**src/sv/cbvu_pkg.sv**
```systemverilog
// ----------------------------------------------------------------------------
// cbvu_pkg: shared constants and types for the buoyancy velocity update
// Widths of the fixed-point datapath and the divider cell transaction format.
// ----------------------------------------------------------------------------
package cbvu_pkg;

    localparam int FRAC_BITS = 16;            // fraction bits of the velocity format

    localparam int PT_W    = 22;              // Q10.12 temperatures
    localparam int Q_W     = 16;              // Q0.16 mixing ratios
    localparam int GAIN_W  = 24;              // Q8.16 gains
    localparam int GFRAC_W = 16;              // fraction bits of the gains
    localparam int VEL_W   = 32;              // signed velocity
    localparam int CFG_IDX_W = 2;

    localparam int VF_W    = 17;              // Q1.16 virtual factor
    localparam int VFP_W   = 32;              // coefficient times qv
    localparam logic [Q_W-1:0] VF_COEF = 16'd39977;

    localparam int PROD_W  = PT_W + VF_W;     // virtual temperatures
    localparam int NUM_W   = PROD_W + FRAC_BITS + 1;
    localparam int REL_W   = PT_W + FRAC_BITS + 1;
    localparam int GP_W    = GAIN_W + Q_W + 1;
    localparam int G_SH    = 33 - FRAC_BITS;
    localparam int GQ_W    = GP_W - G_SH;
    localparam int B_W     = REL_W + 1;
    localparam int LO_W    = 24;
    localparam int HI_W    = REL_W - LO_W;
    localparam int PLO_W   = GAIN_W + LO_W;
    localparam int PHI_W   = GAIN_W + HI_W;
    localparam int DMAG_W  = REL_W + GAIN_W - GFRAC_W + 1;
    localparam int SUM_W   = DMAG_W + 2;

    localparam logic [CFG_IDX_W-1:0] REG_BUOY_GAIN = 2'd0;
    localparam logic [CFG_IDX_W-1:0] REG_GRAV_GAIN = 2'd1;
    localparam logic [GAIN_W-1:0]    BUOY_RESET    = 24'd65536;
    localparam logic [GAIN_W-1:0]    GRAV_RESET    = 24'd642908;

    // one transaction as it moves along the divider chain
    typedef struct packed {
        logic [PROD_W-1:0]       rem;
        logic [NUM_W-1:0]        nq;     // dividend bits out at the top, quotient in below
        logic [PROD_W-1:0]       den;
        logic                    neg;
        logic                    zdiv;
        logic [GQ_W-1:0]         gq;
        logic signed [VEL_W-1:0] vin;
    } t_div_data;

endpackage

```
**src/sv/cbvu_div_cell.sv**
```systemverilog
// ----------------------------------------------------------------------------
// cbvu_div_cell: one restoring-division cell
// Resolves one quotient bit and hands the transaction to the next cell.
// ----------------------------------------------------------------------------
module cbvu_div_cell
    import cbvu_pkg::*;
(
    input  logic      i_clk,
    input  logic      i_rst_n,
    input  logic      i_en,
    input  logic      i_vld,
    input  t_div_data i_data,
    output logic      o_vld,
    output t_div_data o_data
);

    logic      r_vld;
    t_div_data r_data;
    t_div_data n_data;
    logic [PROD_W:0] trial;
    logic            ge;

    always_comb begin
        trial  = {i_data.rem, i_data.nq[NUM_W-1]};
        ge     = (trial >= {1'b0, i_data.den});
        n_data = i_data;
        n_data.rem = ge ? PROD_W'(trial - {1'b0, i_data.den}) : trial[PROD_W-1:0];
        n_data.nq  = {i_data.nq[NUM_W-2:0], ge};
    end

    always_ff @(posedge i_clk) begin
        if (!i_rst_n) begin
            r_vld <= 1'b0;
        end else if (i_en) begin
            r_vld <= i_vld;
        end
    end

    always_ff @(posedge i_clk) begin
        if (i_en) begin
            r_data <= n_data;
        end
    end

    assign o_vld  = r_vld;
    assign o_data = r_data;

endmodule

```
**config.mk**
```make
export PLATFORM = sky130hd
export DESIGN_NAME = cbvu_div_cell
export DESIGN_NICKNAME = d
export VERILOG_FILES = /design/src/sv/cbvu_pkg.sv /design/src/sv/cbvu_div_cell.sv
export SDC_FILE = /design/constraint.sdc
export NUM_CORES = 1
export LEC_CHECK = 0
export BUFFER_PORTS_ARGS = -buffer_cell sky130_fd_sc_hd__buf_2
export CAP_MARGIN = 25
export CORE_AREA = 4 4 150 152
export DETAILED_ROUTE_END_ITERATION = 16
export DIE_AREA = 0 0 154 156
export PLACE_DENSITY = 0.74
export SLEW_MARGIN = 20
export SYNTH_ARGS = -nofsm -noshare
export SYNTH_HDL_FRONTEND = slang
export SYNTH_SLANG_ARGS = --single-unit
export TNS_END_PERCENT = 30
```
**constraint.sdc**
```tcl
create_clock -name i_clk -period 4.8 [get_ports i_clk]
set_input_delay 0.96 -clock i_clk [delete_from_list [all_inputs] [get_ports i_clk]]
set_output_delay 0.96 -clock i_clk [all_outputs]
set_load 0.01 [all_outputs]
```
==> results of run 1 <==
==> logic make-up (layout without fill, tap and decap cells) <==
logic type	after synthesis	in the layout	synth area share, %
AOI/OAI and AO/OA	174	174	13.49
xor gates and xnor gates	26	26	2.598
adders and majority gates	40	40	5.795
buffers and inverters	66	471	3.925
DFF	193	193	66.00
muxes	4	4	0.5281
other	0	3	0
and+or+nand+nor	141	141	7.665
==> registers in the layout (all words and copies together), names as in the netlist <==
register,flops
o_vld,1
o_data,192
==> metrics by stage <==
stage          cell area [µm²]  total power [mW]
2_1_floorplan             8766             2.554
3_3_place_gp             10930             2.898
3_5_place_dp             10930             2.922
4_1_cts                  11530             4.374
5_1_grt                  11540             4.526
6_report                 11540             4.338
==> cells in the final DEF, fill, tap and decap left out, types with 16 or more instances in the layout <==
master                      synthesis  final
sky130_fd_sc_hd__nand2_1           63     63
sky130_fd_sc_hd__edfxtp_1         192    192
sky130_fd_sc_hd__ha_1              39     39
sky130_fd_sc_hd__nor2_1            20     20
sky130_fd_sc_hd__inv_1             46     46
sky130_fd_sc_hd__buf_2              2    387
sky130_fd_sc_hd__o21ai_0           32     32
sky130_fd_sc_hd__a21o_1            26     26
sky130_fd_sc_hd__clkbuf_16          0     17
sky130_fd_sc_hd__o21ai_2           16     16
sky130_fd_sc_hd__a21oi_1           38     38
==> worst max-delay path, delay by kind of cell <==
family / cells / cell delay, ps
buffers and inverters: 3 / 520
AOI/OAI and AO/OA: 5 / 1050
and+or+nand+nor: 3 / 880
adders and majority gates: 1 / 380
==> power by group through the flow <==
| stage | clock, mW | combinational (mW) | sequential (mW) |
|---|---|---|---|
| 6_report | 1.46 | 0.800 | 2.08 |
| 5_1_grt | 1.56 | 0.871 | 2.09 |
| 4_1_cts | 1.48 | 0.808 | 2.08 |
| 3_5_place_dp | 0 | 0.805 | 2.12 |
| 3_3_place_gp | 0 | 0.785 | 2.11 |
| 2_1_floorplan | 0 | 0.344 | 2.21 |
==> worst max path at each step <==
stage                    start     endpoint  slack (ps)  cells after the start
global route        i_data[65]  o_data[183]         900                     12
global placement    i_data[71]  o_data[183]         730                     12
finish              i_data[71]  o_data[183]        1200                     12
CTS                 i_data[70]  o_data[183]        1130                     12
detailed placement  i_data[70]  o_data[183]         680                     12
floorplan           i_data[70]  o_data[158]        1480                     11
==> layout make-up <==
cell class	instances	share of cell area, %
inverters	46	1.496
repair buffers	393	17.23
multi-input cells	385	22.84
clock buffers	18	3.719
well taps	275	2.981
flip-flops and latches	193	50.13
diodes	3	0.06505
clock inverters	14	1.539
==> layer usage <==
layer	up-vias	GRT usage [%]	share of wire, %
met5	-	0	0.35
met4	14	8.158	3.2
met3	52	7.184	8.6
met2	287	36.94	51
met1	3224	24.78	37
li1	3229	-	-
==> summary.md, run 1 <==
The run finished with clean final reports. Global routing finished with a remaining overflow of 0. Yosys mapped the design onto 67 distinct sky130hd cell types.

After the last flow step, the layout net total stands at 1272. The x dimension of the die was 154 µm. Most common cell type on the critical path: sky130_fd_sc_hd__and3_4. After synthesis, flip-flops and latches occupy 66.00% of the total area.

The die is 156 µm tall. The detailed router finished its first iteration with 464 violations. The number of cells on the worst reg-to-reg path is 2.

The via count normalized by instance count came out at 5.129. Walking the worst path, the cells encountered are buf_2 -> inv_1 -> ha_1 -> and3_4 -> and2_4 -> a221oi_2 -> a21oi_1 -> o311ai_1 -> and3_4 -> buf_4 -> a31oi_1 -> a21o_1. The port buffer count is 388, and the worst slew margin relative to its limit is 38.44%. Yosys printed 0 warnings.

The beginning of the worst hold path was o_vld. Post-CTS repair changed the size of 0 cells. Among all cell types in the netlist, the one instantiated most often is sky130_fd_sc_hd__edfxtp_1.

Sequential cells burn 47.9% of the power. The run gives 6806 as the via count. Buffers inserted to repair hold after CTS numbered 0. The die covers 24020 µm².

The most used flip-flop cell after synthesis is sky130_fd_sc_hd__edfxtp_1. The clock insertion delay at the later pin of the skew report was 430 ps; the setup TNS was 0 ps. Of the post-synthesis cell area, the dominant cell type holds 65.77%.

The tool flagged a number of max-cap violations equal to 0. The worst path meets setup with 1201 ps of slack. Layout-stage area growth over the synthesis result: 31.66%. In the final routed layout, each cell accounts on average for 20.51 µm.

The share of layout cells above drive strength 1 came out at 42.90%. The worst slack at placement is 678.6 ps, and the flop-to-flop setup slack is 4110 ps. Combinational logic is responsible for 18.4% of the overall power. The sequential cells in the finished layout cover a total of 5786 µm².

The number of synthesized flops with an enable pin works out to 192. The cell sitting at the root of the clock tree is a sky130_fd_sc_hd__clkbuf_16. The tools report the number of remaining DRC errors as 0. Clock-pin slew was measured on the worst setup and hold paths at 80 ps. The number of global-route vias before repair was 6587.

The clock network fraction of design power was 33.6%; the worst-case clock skew was 0 ps. The run gives 1.254 mW as the power dissipated by switching net loads. Setup repair after global routing left no endpoint under its margin. Across all hold checks on the routed design, the worst slack comes to 583.2 ps. The number of top-level pins is 389. The tools report the sort of element at the start of the critical path as a primary input.

The cell accounting for the most synthesized area was sky130_fd_sc_hd__edfxtp_1. The first TritonRoute pass finished after 4 iterations. For the pin with the worst max-slew slack, the measured transition is 923.4 ps. Of all nets on the critical path, the largest fanout is 28.

Routability-driven placement finished with a final weighted congestion of 0.8877. The logs give 0.2113 mV for the largest voltage drop on the vdd net and 2 for the buffer depth of the longest clock path. The residual antenna-violating net count after detailed routing is 0.

Dividing total power by cell area gives a power density of 375.9 nW/µm². The commonest cells after synthesis are sky130_fd_sc_hd__edfxtp_1, sky130_fd_sc_hd__nand2_1, sky130_fd_sc_hd__inv_1, sky130_fd_sc_hd__ha_1, sky130_fd_sc_hd__a21oi_1. The run gives 5.142 nW as the static leakage power. For the worst setup path, the data required time is 4990 ps.

Post-CTS timing repair inserted 0 buffers for setup. The number of antenna violations at the first check in global routing was 11. The H-tree was split into 4 levels.

For this configuration, the core starts out at a cell density of 41.70%. Number of nets produced by synthesis: 880. The first-pass GRT wire length was 39050 µm. The worst register-to-register path begins at o_vld.

The total half-perimeter wirelength after legalization and detailed placement is 21610 µm, and the number of cell rows is 53. The total global routing track utilization is 21.39%, and the area used by multi-input combinational logic is 2636 µm². Number of clock buffers inserted by TritonCTS: 17. For the worst setup path, the data arrival time is 3790 ps.

Based on the critical path, the design can be clocked at up to 277.9 MHz. In this run the cell area of the synthesized design comes to 8766 µm². Once layout is complete, the utilization of the core stands at 54.90%. For the hold violation total from the final report, the log shows 0. The setup violation total in the final timing report was 0.

The tools report the routed wire length as 27220 µm. Clock period minus worst slack: 3599 ps. The cell count of the worst hold path was 2. The path category of the worst min-delay check was reg -> reg.

The type of the setup path with the least slack was in -> reg. The worst setup path is captured at a register. Internal power comes to 3.084 mW. The worst hold path terminates at o_vld. The cell count after synthesis is 644. In this run the critical register-to-register path is captured at o_vld.

The number of register bits inferred by synthesis works out to 193. In the finished design, the share of the clock period the worst path needs comes to 74.97%. Once placement completed, the tool counted placed cells totaling 1292. Cell type of the slowest stage on the worst timing path: sky130_fd_sc_hd__and3_4.

The count of non-filler cells in the finished layout is 1327. The core region is 21020 µm². Fill cells in the final layout number 1832.

Net switching is 28.90% of the power. The final count of pins violating max slew is 0, and the proportion of register bits with asynchronous set or reset after synthesis is 0%. The count of clock tree sinks was 193.

The delay of the slowest critical-path stage came out at 480 ps. Average instance area after synthesis: 13.61 µm². TritonCTS built the clock tree. In the post-synthesis netlist, the biggest area contributors are sky130_fd_sc_hd__edfxtp_1, sky130_fd_sc_hd__ha_1, sky130_fd_sc_hd__nand2_1. Entering global routing, the biggest net connects 110 pins.
(Power assumes the default switching activity.)
==> run 2, diff against run 1 <==
--- a/config.mk
+++ b/config.mk
@@ -5,12 +5,13 @@
 export SDC_FILE = /design/constraint.sdc
 export NUM_CORES = 1
 export LEC_CHECK = 0
+export ABC_AREA = 1
 export BUFFER_PORTS_ARGS = -buffer_cell sky130_fd_sc_hd__buf_2
 export CAP_MARGIN = 25
-export CORE_AREA = 4 4 150 152
+export CORE_MARGIN = 4
+export CORE_UTILIZATION = 44
 export DETAILED_ROUTE_END_ITERATION = 16
-export DIE_AREA = 0 0 154 156
-export PLACE_DENSITY = 0.74
+export PLACE_DENSITY = 0.79
 export SLEW_MARGIN = 20
 export SYNTH_ARGS = -nofsm -noshare
 export SYNTH_HDL_FRONTEND = slang
==> constraint.sdc (replaced) <==
create_clock -name i_clk -period 3 [get_ports i_clk]
set_input_delay 0.6 -clock i_clk [delete_from_list [all_inputs] [get_ports i_clk]]
set_output_delay 0.6 -clock i_clk [all_outputs]
set_load 0.01 [all_outputs]
==> run 2 against run 1 <==
Net effect:
- final area rose by 9.0%
- wire length rose by 16%
- sequential power rose by 60%
- via count rose by 22%
- sequential cell count did not move
- area after synthesis rose by 9.6%
- synthesized cell count rose by 55%
- power rose by 62%
- global-route usage rose by 3.9 points
- worst hold slack got worse by 260 ps
- critical path type unchanged
- critical endpoint is now o_data[186]
- largest cell class unchanged
- highest routed layer unchanged
==> summary.md, run 2 <==
The flow ran to the end, and the final reports show no timing, DRC or antenna violations. The number of antenna violations at the first check in global routing was 9 (-2). The clock network fraction of design power is 33.0% (-0.6 points), and the internal power consumption is 4.942 mW (+60%). The CTS clock-pin slew for the worst setup and hold paths was 80 ps (about the same); the cell count after synthesis was 998 (+55%). The average instance area after synthesis was 9.631 µm² (-29%). TritonCTS built the clock tree. Walking the worst path, the cells encountered are buf_2 -> inv_1 -> ha_1 -> a21oi_1 -> nand2_1 -> nand2_1 -> nand2_1 -> a21oi_1 -> nand4_1 -> buf_12 -> nand3_1 -> nand2_1.

The area enclosed by the die boundary is 24270 µm² (+1.0%). For the met2 usage in global routing, the log shows 42.66% (+5.7 points). STA classifies the critical path startpoint as a primary input. The static leakage power was 6.376 nW (+24%).

The most frequent cell after synthesis was sky130_fd_sc_hd__nand2_1. By area the synthesized netlist is led by sky130_fd_sc_hd__edfxtp_1, sky130_fd_sc_hd__nand2_1, sky130_fd_sc_hd__inv_1. Ranked by instance count, the synthesized netlist is headed by sky130_fd_sc_hd__nand2_1, sky130_fd_sc_hd__inv_1, sky130_fd_sc_hd__edfxtp_1, sky130_fd_sc_hd__nor2_1, sky130_fd_sc_hd__nand3_1. The tools report the yosys synthesis warning count as 0 (unchanged). After layout, the worst path uses 75.77% of the clock period.

The slew of the pin with the lowest slew margin works out to 480.9 ps (-442.5 ps). The number of cell rows came out at 53 (unchanged). The number of synthesized flops with an enable pin is 192 (unchanged). The source of the worst register-to-register timing path is o_vld. For the number of nets produced by synthesis, the log shows 1234 (+40%).

The height of the chip works out to 155.8 µm (-0.13%). Cell type of the slowest stage on the worst timing path: sky130_fd_sc_hd__ha_1. Flop-to-flop setup slack: 2320 ps (-1790 ps). The tools report the pin count of the biggest net entering global routing as 59 (-46%). The run gives 0 ps (unchanged) as the worst-case clock skew.

The data arrival time of the critical path was 2470 ps (-1320 ps). The hold violation total from the final report was 0 (unchanged). The run gives 45.15% (+3.5 points) as the initial standard-cell utilization of the core.

The clock root buffer is sky130_fd_sc_hd__clkbuf_16. The number of register bits inferred by synthesis was 193 (unchanged); the clock insertion delay at the later pin of the skew report was 440 ps (about the same). Met3 global-route usage: 8.128% (+0.94 points). The top cell types in the final layout, fill and taps aside, are sky130_fd_sc_hd__buf_2, sky130_fd_sc_hd__nand2_1, sky130_fd_sc_hd__inv_1.

The worst slack at placement is 280.5 ps (-398.1 ps). The number of DRC markers after the initial detailed-route iteration is 528 (+14%). The first-pass GRT wire length is 46320 µm (+19%), and the number of max-cap violations is 0 (unchanged). The tools report the critical path capture point type as a register. The residual overflow from global routing was 0 (unchanged). Switching share of power: 29.86% (+0.96 points).

The proportion of synthesized chip area in sequential cells was 60.19% (-5.8 points); the total half-perimeter wirelength after legalization and detailed placement was 25960 µm (+20%). Via count normalized by instance count: 4.911 (-4.2%). The share of layout cells above drive strength 1 is 31.85% (-11 points). The global routing stage identified its most utilized layer as met2. The endpoint identified for the worst register-to-register timing path is o_vld. The average detailed-routed wire length per instance was 18.64 µm (-9.1%). The endpoint of the worst setup timing path was o_data[186].

The flip-flop count of the largest register, all copies and words added works out to 192 (unchanged). The clock period minus worst slack came out at 2273 ps. Cell accounting for the most synthesized area: sky130_fd_sc_hd__edfxtp_1. The maximum clock rate is 440.0 MHz, and the maximum net fanout on the critical path is 34 (+21%). The iteration count of the initial detailed-routing pass was 5 (+1). The share of the synthesized area in the top cell type was 59.98% (-5.8 points). The x dimension of the die was 155.8 µm (+1.2%). The cell area after technology mapping was 9612 µm² (+9.6%). The run gives 727.0 ps (-474.2 ps) as the minimum setup slack in the final design.

Path category of the worst min-delay check: in -> reg. Via count: 8329 (+22%). Kind of cell adding the most delay to the critical path: simple AND/OR/NAND/NOR gates. For the power dissipated by switching net loads, the log shows 2.104 mW (+68%).

The tools report the end-of-flow core utilization as 59.08% (+4.2 points). The delay of the slowest critical-path stage was 350 ps (-130 ps). The worst path buffer plus inverter count came out at 3 (unchanged). The layout-stage area growth over the synthesis result came out at 30.85%. Setup repair after global routing left no endpoint under its margin. The H-tree depth was 4 (unchanged); the proportion of register bits with asynchronous set or reset after synthesis was 0% (unchanged). The commonest non-fill, non-tap cell in the layout is sky130_fd_sc_hd__buf_2. Routed wire length: 31610 µm (+16%). The run gives 326.9 ps (-256.3 ps) as the worst hold slack across all endpoints. The run gives 17 (unchanged) as the number of clock buffers inserted by TritonCTS. The run gives 0.3637 mV (+72%) as the largest voltage drop on the vdd net. Floorplan core area: 21290 µm² (+1.3%). The most common cell type on the critical path was sky130_fd_sc_hd__nand2_1. The required time reported for the critical path endpoint came out at 3190 ps (-1800 ps). The number of global-route vias before repair is 8290 (+26%), and the path length in cells of the critical path is 12 (unchanged).

For the setup violation total in the final timing report, the log shows 0 (unchanged). The final count of pins violating max slew is 0 (unchanged). Final weighted congestion in routability-driven placement: 0.9233 (+4.0%).

The number of buffers inserted for hold repair after clock tree synthesis was 0 (unchanged); the part of the total power dissipated in sequential elements was 47.3% (-0.6 points). Count of buffers added by post-CTS timing repair for setup: 0 (unchanged). The type of the setup path with the least slack was in -> reg.

In the synthesized netlist the dominant register cell turns out to be sky130_fd_sc_hd__edfxtp_1. Count of distinct cell types in the synthesized netlist: 31 (-54%). The total global routing track utilization is 25.32% (+3.9 points).

For the buffer depth of the longest clock path, the log shows 2 (unchanged). The tools report the final net count as 1642 (+29%). The worst slew margin relative to its limit was 67.94% (+30 points); the residual antenna-violating net count after detailed routing was 0 (unchanged).

The met1 track demand over resource was 29.69% (+4.9 points); the worst-case reg-to-reg path depth was 2 (unchanged). Launch point of the critical path: i_data[85]. The count of clock tree sinks came out at 193 (unchanged). The power density normalized to cell area is 560.3 nW/µm² (+49%), and the number of top-level pins is 389 (unchanged).

The port buffer count is 388 (unchanged). The share of total power in combinational logic was 19.8% (+1.4 points). The logs give 0 (unchanged) for the number of remaining DRC errors and 0 ps (unchanged) for the setup TNS. The tools report the count of cells resized by post-cts repair as 0 (unchanged).
==> run 2: changes by cell type after synthesis, sizes merged, moves of 20 or more <==
cell	change
a21o	-26
inv	+156
nand2	+254
nand3	+31
nor2	+55
o21ai	-20
==> run 2: layout make-up <==
class / count / area, µm²
Multi-Input combinational cell: 593 / 2987
Inverter: 202 / 758.2
Clock inverter: 14 / 175.2
Clock buffer: 18 / 439.2
Tap cell: 275 / 344.1
Timing Repair Buffer: 399 / 2083
Sequential cell: 193 / 5786
Antenna cell: 2 / 5.005
Fill cell: 1880 / 8710
==> run 2: logic make-up after synthesis <==
| group | after synthesis | synth area share, % |
|---|---|---|
| DFF | 193 | 60.19 |
| xor gates and xnor gates | 21 | 1.914 |
| and+or+nand+nor | 470 | 20.48 |
| adders and majority gates | 40 | 5.285 |
| AOI/OAI and AO/OA | 62 | 3.398 |
| buffers and inverters | 212 | 8.735 |
==> run 2: per-stage QoR <==
step / power [mW] / cells / instance area, µm²
floorplan: 4.118 / 998 / 9612
global placement: 4.758 / 1662 / 11960
detailed placement: 4.786 / 1662 / 11960
CTS: 7.098 / 1694 / 12570
global route: 7.379 / 1694 / 12570
finish: 7.046 / 1696 / 12580
==> run 2: layer usage <==
metal,share of wire (%),wire [µm],vias up
met5,0.31,99,-
met4,4.5,1413,14
met3,8.5,2698,86
met2,49,15390,361
met1,38,12010,3834
li1,-,-,4034
==> run 2: worst min path at each step <==
stage / start / to / slack (ps) / cells after the start
after floorplan: o_vld / o_vld / 560 / 2
after global placement: o_vld / o_vld / 560 / 2
after detailed placement: o_vld / o_vld / 560 / 2
after CTS: i_data[29] / o_data[29] / 310 / 1
after global routing: i_data[57] / o_data[57] / 300 / 1
final: i_data[13] / o_data[13] / 330 / 1
==> run 2: power by group through the flow <==
stage | sequential (mW) | clock, mW | combinational [mW]
after floorplan | 3.53 | 0 | 0.586
after global placement | 3.38 | 0 | 1.37
after detailed placement | 3.39 | 0 | 1.40
after CTS | 3.33 | 2.36 | 1.40
after global routing | 3.35 | 2.49 | 1.53
final | 3.33 | 2.32 | 1.39
